[src/rtl/gdad_pkg.sv]
`timescale 1ns / 1ps
package gdad_pkg;

   localparam int ADD_WIDTH = 16;
   // day-of-year plus the count fits below 2**(ADD_WIDTH+1) + 366
   localparam int REM_W     = ADD_WIDTH + 2;
   localparam int DAY_W     = 5;
   localparam int MON_W     = 4;
   localparam int YEAR_W    = 14;
   localparam int STEP_W    = 3;
   localparam int QUOT_W    = 8;   // year / 100 stays below 164
   localparam int CENT_W    = 7;   // year mod 100
   localparam int RECIP_W   = 13;

   // floor(y / 100) == (y * RECIP_100) >> RECIP_SHIFT for every 14-bit y
   localparam logic [RECIP_W-1:0] RECIP_100   = RECIP_W'(5243);
   localparam int                 RECIP_SHIFT = 19;

   localparam logic [YEAR_W-1:0] YEAR_MAX    = {YEAR_W{1'b1}};
   localparam logic [MON_W-1:0]  MON_JAN     = MON_W'(1);
   localparam logic [MON_W-1:0]  MON_FEB     = MON_W'(2);
   localparam logic [MON_W-1:0]  MON_DEC     = MON_W'(12);
   localparam logic [CENT_W-1:0] CENT_LAST   = CENT_W'(99);
   localparam logic [CENT_W-1:0] CENT_HUNDRED = CENT_W'(100);

   typedef logic [STEP_W-1:0] step_type;

   typedef enum logic [2:0] {
      COND_ALWAYS,
      COND_REQ_VALID,
      COND_MON_NE_START,
      COND_REM_GT_LEN,
      COND_OUT_FREE
   } cond_type;

   typedef enum logic [2:0] {
      REM_HOLD,
      REM_LOAD_DAY,
      REM_ADD_LEN,
      REM_ADD_CNT,
      REM_SUB_LEN
   } rem_op_type;

   typedef enum logic [1:0] {
      MON_HOLD,
      MON_ONE,
      MON_INC,
      MON_ADVANCE
   } mon_op_type;

   // one word of the control store
   typedef struct packed {
      cond_type   cond;
      logic       load;
      logic       mod;
      rem_op_type rem_op;
      mon_op_type mon_op;
      logic       emit;
      step_type   next_t;
      step_type   next_f;
   } uword_type;

   // datapath commands, already gated by the branch condition
   typedef struct packed {
      logic       load;
      logic       mod;
      rem_op_type rem_op;
      mon_op_type mon_op;
      logic       emit;
   } ctrl_type;

   typedef struct packed {
      logic mon_ne_start;
      logic rem_gt_len;
   } status_type;

   localparam step_type ST_IDLE = STEP_W'(0);
   localparam step_type ST_MOD  = STEP_W'(1);
   localparam step_type ST_DOY  = STEP_W'(2);
   localparam step_type ST_ADD  = STEP_W'(3);
   localparam step_type ST_WALK = STEP_W'(4);
   localparam step_type ST_EMIT = STEP_W'(5);

   function automatic uword_type ucode(input step_type step);
      uword_type w;
      w = '{cond: COND_ALWAYS, load: 1'b0, mod: 1'b0, rem_op: REM_HOLD,
            mon_op: MON_HOLD, emit: 1'b0, next_t: ST_IDLE, next_f: ST_IDLE};
      unique case (step)
         ST_IDLE: begin
            w.cond   = COND_REQ_VALID;
            w.load   = 1'b1;
            w.rem_op = REM_LOAD_DAY;
            w.next_t = ST_MOD;
            w.next_f = ST_IDLE;
         end
         ST_MOD: begin
            w.mod    = 1'b1;
            w.mon_op = MON_ONE;
            w.next_t = ST_DOY;
            w.next_f = ST_DOY;
         end
         ST_DOY: begin
            w.cond   = COND_MON_NE_START;
            w.rem_op = REM_ADD_LEN;
            w.mon_op = MON_INC;
            w.next_t = ST_DOY;
            w.next_f = ST_ADD;
         end
         ST_ADD: begin
            w.rem_op = REM_ADD_CNT;
            w.mon_op = MON_ONE;
            w.next_t = ST_WALK;
            w.next_f = ST_WALK;
         end
         ST_WALK: begin
            w.cond   = COND_REM_GT_LEN;
            w.rem_op = REM_SUB_LEN;
            w.mon_op = MON_ADVANCE;
            w.next_t = ST_WALK;
            w.next_f = ST_EMIT;
         end
         ST_EMIT: begin
            w.cond   = COND_OUT_FREE;
            w.emit   = 1'b1;
            w.next_t = ST_IDLE;
            w.next_f = ST_EMIT;
         end
         default: begin
         end
      endcase
      return w;
   endfunction

   function automatic logic [DAY_W-1:0] month_len(input logic [MON_W-1:0] mon,
                                                  input logic leap);
      logic [DAY_W-1:0] len;
      case (mon)
         MON_W'(4), MON_W'(6), MON_W'(9), MON_W'(11): len = DAY_W'(30);
         MON_FEB:                                     len = leap ? DAY_W'(29) : DAY_W'(28);
         default:                                     len = DAY_W'(31);
      endcase
      return len;
   endfunction

endpackage

[src/rtl/gdad_datapath.sv]
`timescale 1ns / 1ps
module gdad_datapath (
   input  logic                          clock,
   input  logic [gdad_pkg::DAY_W-1:0]     req_start_day,
   input  logic [gdad_pkg::MON_W-1:0]     req_start_month,
   input  logic [gdad_pkg::YEAR_W-1:0]    req_start_year,
   input  logic [gdad_pkg::ADD_WIDTH-1:0] req_days_to_add,
   input  gdad_pkg::ctrl_type             ctrl,
   output gdad_pkg::status_type           status,
   output logic [gdad_pkg::DAY_W-1:0]     rsp_end_day,
   output logic [gdad_pkg::MON_W-1:0]     rsp_end_month,
   output logic [gdad_pkg::YEAR_W-1:0]    rsp_end_year
);
   import gdad_pkg::*;

   localparam int PROD_W = YEAR_W + RECIP_W;

   logic [REM_W-1:0]     rem_ff, rem_in;
   logic [MON_W-1:0]     mon_ff, mon_in;
   logic [MON_W-1:0]     smon_ff, smon_in;
   logic [YEAR_W-1:0]    yr_ff, yr_in;
   logic [ADD_WIDTH-1:0] add_ff, add_in;
   logic [QUOT_W-1:0]    quot_ff, quot_in;
   logic [CENT_W-1:0]    cent_ff, cent_in;
   logic [1:0]           cnum_ff, cnum_in;
   logic [DAY_W-1:0]     day_o_ff, day_o_in;
   logic [MON_W-1:0]     mon_o_ff, mon_o_in;
   logic [YEAR_W-1:0]    yr_o_ff, yr_o_in;

   logic [PROD_W-1:0]    prod;
   logic [YEAR_W-1:0]    quot_x100;
   logic                 leap;
   logic [DAY_W-1:0]     len;
   logic [DAY_W-1:0]     day_clamp;
   logic [MON_W-1:0]     mon_clamp;

   always_comb begin
      // leap: divisible by 4 but not 100, or by 400
      leap = ((yr_ff[1:0] == 2'd0) && (cent_ff != '0)) ||
             ((cent_ff == '0) && (cnum_ff == 2'd0));
      len  = month_len(mon_ff, leap);
      status.mon_ne_start = (mon_ff != smon_ff);
      status.rem_gt_len   = (rem_ff > REM_W'(len));

      day_clamp = (req_start_day == '0) ? DAY_W'(1) : req_start_day;
      if (req_start_month == '0) begin
         mon_clamp = MON_JAN;
      end else if (req_start_month > MON_DEC) begin
         mon_clamp = MON_DEC;
      end else begin
         mon_clamp = req_start_month;
      end

      prod      = PROD_W'(req_start_year) * PROD_W'(RECIP_100);
      quot_x100 = YEAR_W'(quot_ff) * YEAR_W'(CENT_HUNDRED);

      rem_in   = rem_ff;
      mon_in   = mon_ff;
      smon_in  = smon_ff;
      yr_in    = yr_ff;
      add_in   = add_ff;
      quot_in  = quot_ff;
      cent_in  = cent_ff;
      cnum_in  = cnum_ff;
      day_o_in = day_o_ff;
      mon_o_in = mon_o_ff;
      yr_o_in  = yr_o_ff;

      if (ctrl.load) begin
         smon_in = mon_clamp;
         yr_in   = req_start_year;
         add_in  = req_days_to_add;
         quot_in = prod[RECIP_SHIFT +: QUOT_W];
      end

      // split the year into year mod 100 and century mod 4
      if (ctrl.mod) begin
         cent_in = CENT_W'(yr_ff - quot_x100);
         cnum_in = quot_ff[1:0];
      end

      case (ctrl.rem_op)
         REM_LOAD_DAY: rem_in = REM_W'(day_clamp);
         REM_ADD_LEN:  rem_in = rem_ff + REM_W'(len);
         REM_ADD_CNT:  rem_in = rem_ff + REM_W'(add_ff);
         REM_SUB_LEN:  rem_in = rem_ff - REM_W'(len);
         default:      rem_in = rem_ff;
      endcase

      case (ctrl.mon_op)
         MON_ONE: mon_in = MON_JAN;
         MON_INC: mon_in = mon_ff + MON_W'(1);
         MON_ADVANCE: begin
            if (mon_ff == MON_DEC) begin
               mon_in = MON_JAN;
               if (yr_ff == YEAR_MAX) begin
                  // year wraps to zero, which is a leap year
                  yr_in   = '0;
                  cent_in = '0;
                  cnum_in = 2'd0;
               end else begin
                  yr_in = yr_ff + YEAR_W'(1);
                  if (cent_ff == CENT_LAST) begin
                     cent_in = '0;
                     cnum_in = cnum_ff + 2'd1;
                  end else begin
                     cent_in = cent_ff + CENT_W'(1);
                  end
               end
            end else begin
               mon_in = mon_ff + MON_W'(1);
            end
         end
         default: mon_in = mon_ff;
      endcase

      if (ctrl.emit) begin
         day_o_in = rem_ff[DAY_W-1:0];
         mon_o_in = mon_ff;
         yr_o_in  = yr_ff;
      end
   end

   always_ff @(posedge clock) begin
      rem_ff   <= rem_in;
      mon_ff   <= mon_in;
      smon_ff  <= smon_in;
      yr_ff    <= yr_in;
      add_ff   <= add_in;
      quot_ff  <= quot_in;
      cent_ff  <= cent_in;
      cnum_ff  <= cnum_in;
      day_o_ff <= day_o_in;
      mon_o_ff <= mon_o_in;
      yr_o_ff  <= yr_o_in;
   end

   assign rsp_end_day   = day_o_ff;
   assign rsp_end_month = mon_o_ff;
   assign rsp_end_year  = yr_o_ff;

endmodule

[src/rtl/gregorian_date_add_days_top.sv]
`timescale 1ns / 1ps
// Channel  Handshake                Payload
// req      req_valid / req_ready    start_day, start_month, start_year, days_to_add
// rsp      rsp_valid / rsp_ready    end_day, end_month, end_year
//
// The time a request takes grows with its start month and with the number of
// months the walk crosses (about (day of year + count) / 30.4, up to roughly
// 2160 for the largest count). The month walk loop of the microcode covers
// one month per cycle.
// Reset clears the step counter and the result valid; no clearing pass.
// A result waiting on rsp_ready does not block the next request; the
// sequencer only stalls at its last step if the previous result is still held.
module gregorian_date_add_days_top (
   input  logic                          clock,
   input  logic                          reset,
   input  logic                          req_valid,
   output logic                          req_ready,
   input  logic [gdad_pkg::DAY_W-1:0]     req_start_day,
   input  logic [gdad_pkg::MON_W-1:0]     req_start_month,
   input  logic [gdad_pkg::YEAR_W-1:0]    req_start_year,
   input  logic [gdad_pkg::ADD_WIDTH-1:0] req_days_to_add,
   output logic                          rsp_valid,
   input  logic                          rsp_ready,
   output logic [gdad_pkg::DAY_W-1:0]     rsp_end_day,
   output logic [gdad_pkg::MON_W-1:0]     rsp_end_month,
   output logic [gdad_pkg::YEAR_W-1:0]    rsp_end_year
);
   import gdad_pkg::*;

   step_type   step_ff, step_in;
   logic       rsp_valid_ff, rsp_valid_in;
   uword_type  uword;
   logic       cond_true;
   ctrl_type   ctrl;
   status_type status;

   always_comb begin
      // fetch the control word for the current step
      uword = ucode(step_ff);

      unique case (uword.cond)
         COND_ALWAYS:       cond_true = 1'b1;
         COND_REQ_VALID:    cond_true = req_valid;
         COND_MON_NE_START: cond_true = status.mon_ne_start;
         COND_REM_GT_LEN:   cond_true = status.rem_gt_len;
         COND_OUT_FREE:     cond_true = !rsp_valid_ff || rsp_ready;
         default:           cond_true = 1'b0;
      endcase

      // drop the datapath commands when the branch is not taken
      ctrl.load   = uword.load & cond_true;
      ctrl.mod    = uword.mod & cond_true;
      ctrl.rem_op = cond_true ? uword.rem_op : REM_HOLD;
      ctrl.mon_op = cond_true ? uword.mon_op : MON_HOLD;
      ctrl.emit   = uword.emit & cond_true;

      step_in = cond_true ? uword.next_t : uword.next_f;

      // hold the result until taken; a fresh result replaces a taken one
      if (ctrl.emit) begin
         rsp_valid_in = 1'b1;
      end else if (rsp_ready) begin
         rsp_valid_in = 1'b0;
      end else begin
         rsp_valid_in = rsp_valid_ff;
      end
   end

   always_ff @(posedge clock) begin
      if (reset) begin
         step_ff      <= ST_IDLE;
         rsp_valid_ff <= 1'b0;
      end else begin
         step_ff      <= step_in;
         rsp_valid_ff <= rsp_valid_in;
      end
   end

   // the idle step is the only one that takes a request
   assign req_ready = (step_ff == ST_IDLE);
   assign rsp_valid = rsp_valid_ff;

   gdad_datapath u_datapath (
      .clock           (clock),
      .req_start_day   (req_start_day),
      .req_start_month (req_start_month),
      .req_start_year  (req_start_year),
      .req_days_to_add (req_days_to_add),
      .ctrl            (ctrl),
      .status          (status),
      .rsp_end_day     (rsp_end_day),
      .rsp_end_month   (rsp_end_month),
      .rsp_end_year    (rsp_end_year)
   );

endmodule
[config.mk]
export PLATFORM = sky130hd
export DESIGN_NAME = gregorian_date_add_days_top
export DESIGN_NICKNAME = d
export VERILOG_FILES = /design/src/rtl/gdad_pkg.sv /design/src/rtl/gdad_datapath.sv /design/src/rtl/gregorian_date_add_days_top.sv
export SDC_FILE = /design/constraint.sdc
export NUM_CORES = 1
export LEC_CHECK = 0
export ABC_CLOCK_PERIOD_IN_PS = 7200
export BUFFER_PORTS_ARGS = -buffer_cell sky130_fd_sc_hd__buf_2
export CAP_MARGIN = 10
export CELL_PAD_IN_SITES_DETAIL_PLACEMENT = 0
export CELL_PAD_IN_SITES_GLOBAL_PLACEMENT = 1
export CORE_ASPECT_RATIO = 1.2
export CORE_MARGIN = 1.5
export CORE_UTILIZATION = 45
export CTS_CLUSTER_SIZE = 12
export DETAILED_ROUTE_END_ITERATION = 10
export GPL_ROUTABILITY_DRIVEN = 0
export PLACE_DENSITY_LB_ADDON = 0.1
export SLEW_MARGIN = 20
export SYNTH_ARGS = -nofsm -noshare
export SYNTH_HDL_FRONTEND = slang
export SYNTH_SLANG_ARGS = --single-unit
[constraint.sdc]
create_clock -name clock -period 7.2 [get_ports clock]
set_clock_uncertainty 0.05 [all_clocks]
set_input_delay 1.44 -clock clock [delete_from_list [all_inputs] [get_ports clock]]
set_output_delay 1.44 -clock clock [all_outputs]
set_load 0.005 [all_outputs]
==> results_dict.tcl, run 1 <==
set metrics [dict create \
    antenna_found_initial 0 \
    post_dp_cell_area_sq_um 9231 \
    slew_violations 0 \
    p_leak_nw 4.329 \
    drtIter0Drc 332 \
    ff2ff_path_depth 12 \
    wire_per_inst_um 17.58 \
    cts_tree "done" \
    fmaxAchievable_mhz 169.2 \
    avgViaCountPerCell 5.500 \
    holdBufCountCts 0 \
    ant_nets 0 \
    io_pins 68 \
    dieWidth_um 129.4 \
    grt_max_degree 27 \
    grt_pass1_vias 6572 \
    synth_ff_type "edfxtp_1" \
    core_area_sq_um 18860 \
    peakVddDrop_uv 292.0 \
    yosys.cell_types.count 67 \
    min_path_cells 0 \
    initial_utilization_pct 45.75 \
    status "completed" \
    synth.avg_cell_area_sq_um 10.20 \
    fill_cells 1799 \
    syn_area_sq_um 8626 \
    clock-sinks 97 \
    htree_levels 3 \
    clk_latency_ns 0.35 \
    track_usage_pct 21.57 \
    dr.pass1.iters 6 \
    multiInputGateArea_sq_um 5385 \
    grt_overflow_total 0 \
    finalSetupViolCount 0 \
    period_minus_slack_ns 5.911 \
    timing.final.crit_share_pct 82.10 \
    synth_common_cells "140 x inv_1, 118 x ha_1, 70 x edfxtp_1, 65 x fa_1, 39 x nor2_1" \
    min_path_type "flip-flop to flip-flop" \
    die_area_sq_um 20010 \
    fp-row-count 55 \
    cts_root_buf "clkbuf_16" \
    grt_pass1_wl_um 33300 \
    cellPowerDensity_nw_per_um2 367.1 \
    clockBufferDepth 2 \
    area_delta_synth_final_pct 10.31 \
    synth_area_leader_cell "edfxtp_1" \
    maxCapViolations 0 \
    ys_ff_latch 97 \
    final-seq-area_sq_um 2643 \
    diodes 0 \
    cp_max_fo 8 \
    yosysSeqAreaShare_pct 30.64 \
    clk_pin_slew_ns 0.07 \
    ys.warnings.count 0 \
    max-slew-margin-rel_pct 33.13 \
    mappedNetlistNets 1072 \
    hpwl_um 16630 \
    nets 1136 \
    cts_made_buffers 9 \
    synthTopCellsByArea "edfxtp_1 24%, ha_1 17%, fa_1 15%, dfxtp_1 6.3%, inv_1 6.1%" \
    postCtsSetupRepairBufs 0 \
    cp.required_ns 7.36 \
    wl_um 20590 \
    crit_path_start_kind "input pin" \
    drc 0 \
    crit_arrival_ns 6.07 \
    num_vias 6441 \
    io_buffers 67 \
    die-height_um 154.7 \
    synth-edff-count 70 \
    cts_resized 0 \
    fin_area_sq_um 9515 \
    synth.most_common_cell "inv_1" \
    async_reset_ff_share_pct 0 \
    synthCells 846 \
    worst_slew_pin_slew_ns 0.9968 \
    hold_viol_final 0 \
    worstSetupPathType "input pin to flip-flop" \
    netlist.area_leader.share_pct 24.37 \
    fin_tns_setup_ns 0 \
    endpoint_kind "flip-flop" \
    drive_gt1_share_pct 10.49 \
    rsz0062_at_grt "false" \
]
-- cell usage in the layout, fill, tap and decap left out, drive strengths merged, types with 12 or more instances in the layout --
cell / instances
o21ai: 29
a21oi: 30
a31oi: 13
xor2: 16
a21o: 14
nand3: 29
nor3: 18
o22ai: 18
nand2b: 12
xnor2: 32
nor2: 40
nand2: 32
inv: 144
dfxtp: 27
buf: 70
and3: 19
ha: 118
fa: 65
edfxtp: 70
-- worst paths after layout --
path | from | end | slack, ns
worst max-delay path | req_start_year[12] | u_datapath.quot_ff[4] | 1.29
worst min-delay path | u_datapath.yr_ff[8] | u_datapath.rsp_end_year[8] | 0.41
worst max register to register | u_datapath.mon_ff[0] | u_datapath.rem_ff[10] | 2.44
worst min register to register | u_datapath.yr_ff[8] | u_datapath.rsp_end_year[8] | 0.41
-- logic make-up (layout without fill, tap and decap cells) --
family	Yosys count	count (layout)	synth area share, %
xor+xnor	48	48	4.874
compound gates	163	163	12.97
flops	97	97	30.64
mux	6	6	0.7253
buf+inv	157	226	6.934
fa+ha+maj	183	183	32.20
simple gates	192	192	11.66
-- routing by layer --
| layer | vias up | global-route usage [%] | part of all wire, % |
|---|---|---|---|
| met5 | - | 0 | 0 |
| met4 | 0 | 6.902 | 2.0 |
| met3 | 21 | 2.214 | 3.0 |
| met2 | 131 | 40.45 | 54 |
| met1 | 3164 | 25.41 | 41 |
| li1 | 3125 | - | - |
-- power breakdown --
group / internal, mW / switching [mW]
Clock: 0.243 / 0.226
Combinational: 0.853 / 1.14
Sequential: 0.831 / 0.200
Total: 1.93 / 1.57
-- through the flow --
step                instances  worst slack, ns  util [%]  hold slack, ns  power, mW
finish                   1171            1.289     50.46          0.4116      3.493
global route             1171            1.080     50.46          0.4171      3.814
CTS                      1171            1.358     50.46          0.4138      3.521
detailed placement       1155            1.004     48.96          0.3987      3.039
global placement         1155            1.088     48.96          0.3906      2.988
floorplan                 846            1.565         -          0.3706      2.492
-- cell type report --
| cell class | count | area share [%] |
|---|---|---|
| clock inverters | 6 | 0.5786 |
| repair buffers | 70 | 3.761 |
| multi-input cells | 592 | 56.59 |
| flip-flops and latches | 97 | 27.77 |
| well taps | 256 | 3.366 |
| inverters | 140 | 5.523 |
| clock buffers | 10 | 2.406 |
-- worst max-delay path, stage by stage --
cell and delay (ns):
buf_2 0.16, ha_1 0.32, inv_1 0.06, fa_1 0.49, fa_1 0.52, inv_1 0.05, fa_1 0.46, fa_1 0.49
ha_1 0.34, a211oi_1 0.26, nor2_1 0.07, o311ai_0 0.43, nand4b_1 0.32, or4_1 0.54, nand4_1 0.09
-- sequential cells by signal, summed over array words and instances, names as in the netlist --
name and count:
u_datapath.add_ff 16, u_datapath.smon_ff 4, u_datapath.cnum_ff 2, u_datapath.mon_ff 4
step_ff 3, u_datapath.quot_ff 5, u_datapath.rem_ff 18, u_datapath.rsp_end_month 4
u_datapath.rsp_end_day 5, u_datapath.cent_ff 7, rsp_valid 1, u_datapath.rsp_end_year 14
u_datapath.yr_ff 14
(Power assumes the default switching activity.)
==> run 2: changes to the inputs <==
- ABC_CLOCK_PERIOD_IN_PS: 7200 -> 4900
- CORE_UTILIZATION: 45 -> 44
- clock period: 7.2 -> 4.9 ns (I/O delays scaled with it)
==> run 2 against run 1 <==
  * Global-route usage is 1.1 points higher
  * Clock power is 57% higher
  * Power is 74% higher
  * Register-to-register slack worse by 1.7 ns
  * Flip-flop and latch count stayed put
  * Die area is 2.2% higher
  * Largest power group unchanged
  * Non-clock buffer count is 66 higher
  * Via count is 4.0% higher
  * Largest cell class unchanged
  * Utilization is 4.2 points higher
  * Combinational power is 92% higher
  * Sequential share of layout area is 2.4 points lower
  * First-iteration DRC count is 13% higher
  * Critical path type unchanged
==> results_dict.tcl, run 2 (synthesized netlist as in run 1, its figures left out) <==
set metrics [dict create \
    io_pins 68 \
    ff2ff_path_depth 13 \
    cts_root_buf "clkbuf_16" \
    grt_pass1_wl_um 35340 \
    p_clk_share_pct 12.1 \
    max-slew-margin-rel_pct 33.40 \
    cpPeakStageDelay_ns 0.54 \
    clk_pin_slew_ns 0.08 \
    largest_register_ffs 18 \
    hold_viol_final 0 \
    mostFrequentLayoutCell "inv_1" \
    crit_slowest_cell "fa_2" \
    timing.final.crit_share_pct 99.90 \
    finalWorstSetupSlack_ns 0.005087 \
    seq_power_share_pct 24.9 \
    final_util_pct 54.64 \
    path_cells "buf_4 > ha_4 > inv_1 > fa_1 > fa_1 > inv_1 > fa_2 > fa_2 > ha_4 > a211oi_2 > nor2_2 > o311ai_4 > nand4b_1 > or4_1 > nand4_1" \
    drive_gt1_share_pct 21.10 \
    dieWidth_um 130.8 \
    clock-sinks 97 \
    fmaxAchievable_mhz 204.3 \
    area_delta_synth_final_pct 20.74 \
    die_area_sq_um 20460 \
    fin_tns_setup_ns 0 \
    clockBufferDepth 2 \
    hold_end "u_datapath.rsp_end_year[8]" \
    cts_tree "done" \
    min_path_type "flip-flop to flip-flop" \
    wl_um 21980 \
    cp_max_fo 6 \
    switching_share_pct 43.16 \
    dp_slack_ns -0.5978 \
    drtIter0Drc 374 \
    min_path_cells 0 \
    hpwl_um 17600 \
    crit_family "adder cells" \
    timing.rr.start "u_datapath.mon_ff[0]" \
    top_regs "u_datapath.rem_ff (18), u_datapath.add_ff (16)" \
    p_total_mw 6.076 \
    cts_made_buffers 9 \
    cp.required_ns 5.07 \
    crit_buf_inv 3 \
    track_usage_pct 22.71 \
    worstHoldStart "u_datapath.yr_ff[8]" \
    slew_violations 0 \
    finalSetupViolCount 0 \
    htree_levels 3 \
    holdBufCountCts 0 \
    diodes 0 \
    timing.rr.end "u_datapath.rem_ff[9]" \
    nets 1202 \
    peakVddDrop_uv 445.4 \
    p_leak_nw 4.702 \
    grt_pass1_vias 7231 \
    grt_max_degree 37 \
    initial_utilization_pct 45.25 \
    crit_path_start_kind "input pin" \
    crit_arrival_ns 5.07 \
    p_switching_mw 2.623 \
    period_minus_slack_ns 4.895 \
    endpoint_kind "flip-flop" \
    core_area_sq_um 19060 \
    startpoint "req_start_year[11]" \
    ant_nets 0 \
    r2r_setup_slack_ns 0.74 \
    num_vias 6696 \
    largest-register "u_datapath.rem_ff" \
    internal_power_mw 3.454 \
    maxCapViolations 0 \
    status "completed" \
    rsz0062_at_grt "true" \
    grt_overflow_total 0 \
    power_frac_comb_pct 63.0 \
    io_buffers 67 \
    worstSetupPathType "input pin to flip-flop" \
    die-height_um 156.4 \
    avgViaCountPerCell 5.413 \
    cellPowerDensity_nw_per_um2 583.4 \
    antenna_found_initial 0 \
    worst_slew_pin_slew_ns 0.9979 \
    wire_per_inst_um 17.77 \
    fp-row-count 55 \
    layout_common_cells "133 x inv_1, 101 x ha_1, 70 x edfxtp_1" \
    drc 0 \
    dr.pass1.iters 5 \
    clk_latency_ns 0.36 \
]
[run 2: cell count changes in the layout (fill, tap and decap cells not counted), moves of 5 or more]
cell,before,now
buf_2,67,59
buf_4,3,68
buf_6,0,5
ha_1,118,101
ha_4,0,13
inv_1,139,133
inv_2,0,7
[run 2: area by class of cell]
class	count	area, sq um
multi-input cells	592	5674
inverters	140	525.5
repair buffers	136	942.2
well taps	256	320.3
flip-flops and latches	97	2643
fillers	1688	8647
clock inverters	6	60.06
clock buffers	10	250.2
[run 2: per-layer routing]
metal / part of all wire [%] / vias to the layer above / global-route usage, % / routed length [um]
met5: 0 / - / 0 / 0
met4: 3.2 / 0 / 9.262 / 706
met3: 2.7 / 47 / 3.111 / 591
met2: 56 / 141 / 43.56 / 12240
met1: 38 / 3258 / 24.60 / 8435
li1: - / 3250 / - / -
[run 2: timing repair]
action                                  4_1_cts  5_1_grt
pin swaps                                    16       25
gates resized for setup                      17       36
endpoints found under the setup margin        4        5
buffers inserted                              1        1
[run 2: how the worst max path moves through the flow]
stage | endpoint | depth (start not counted)
global route | u_datapath.quot_ff[4] | 18
floorplan | u_datapath.quot_ff[4] | 14
detailed placement | u_datapath.quot_ff[4] | 16
finish | u_datapath.quot_ff[4] | 15
global placement | u_datapath.quot_ff[4] | 15
CTS | u_datapath.quot_ff[4] | 15
[run 2: power by group through the flow]
stage / Sequential [mW] / Clock [mW] / Combinational [mW]
after floorplan: 1.42 / 0 / 2.43
after global placement: 1.52 / 0 / 3.39
after detailed placement: 1.53 / 0 / 3.49
after CTS: 1.51 / 0.757 / 3.62
after global routing: 1.55 / 0.786 / 4.27
final: 1.51 / 0.735 / 3.83
[run 2: through the flow]
stage / cells / hold WS [ns] / cell area (sq um)
after global placement: 1219 / 0.3883 / 9866
final: 1237 / 0.4102 / 10420
after global routing: 1237 / 0.4375 / 10420
after floorplan: 846 / 0.3706 / 8742
after detailed placement: 1219 / 0.3932 / 9866
after CTS: 1236 / 0.4114 / 10280
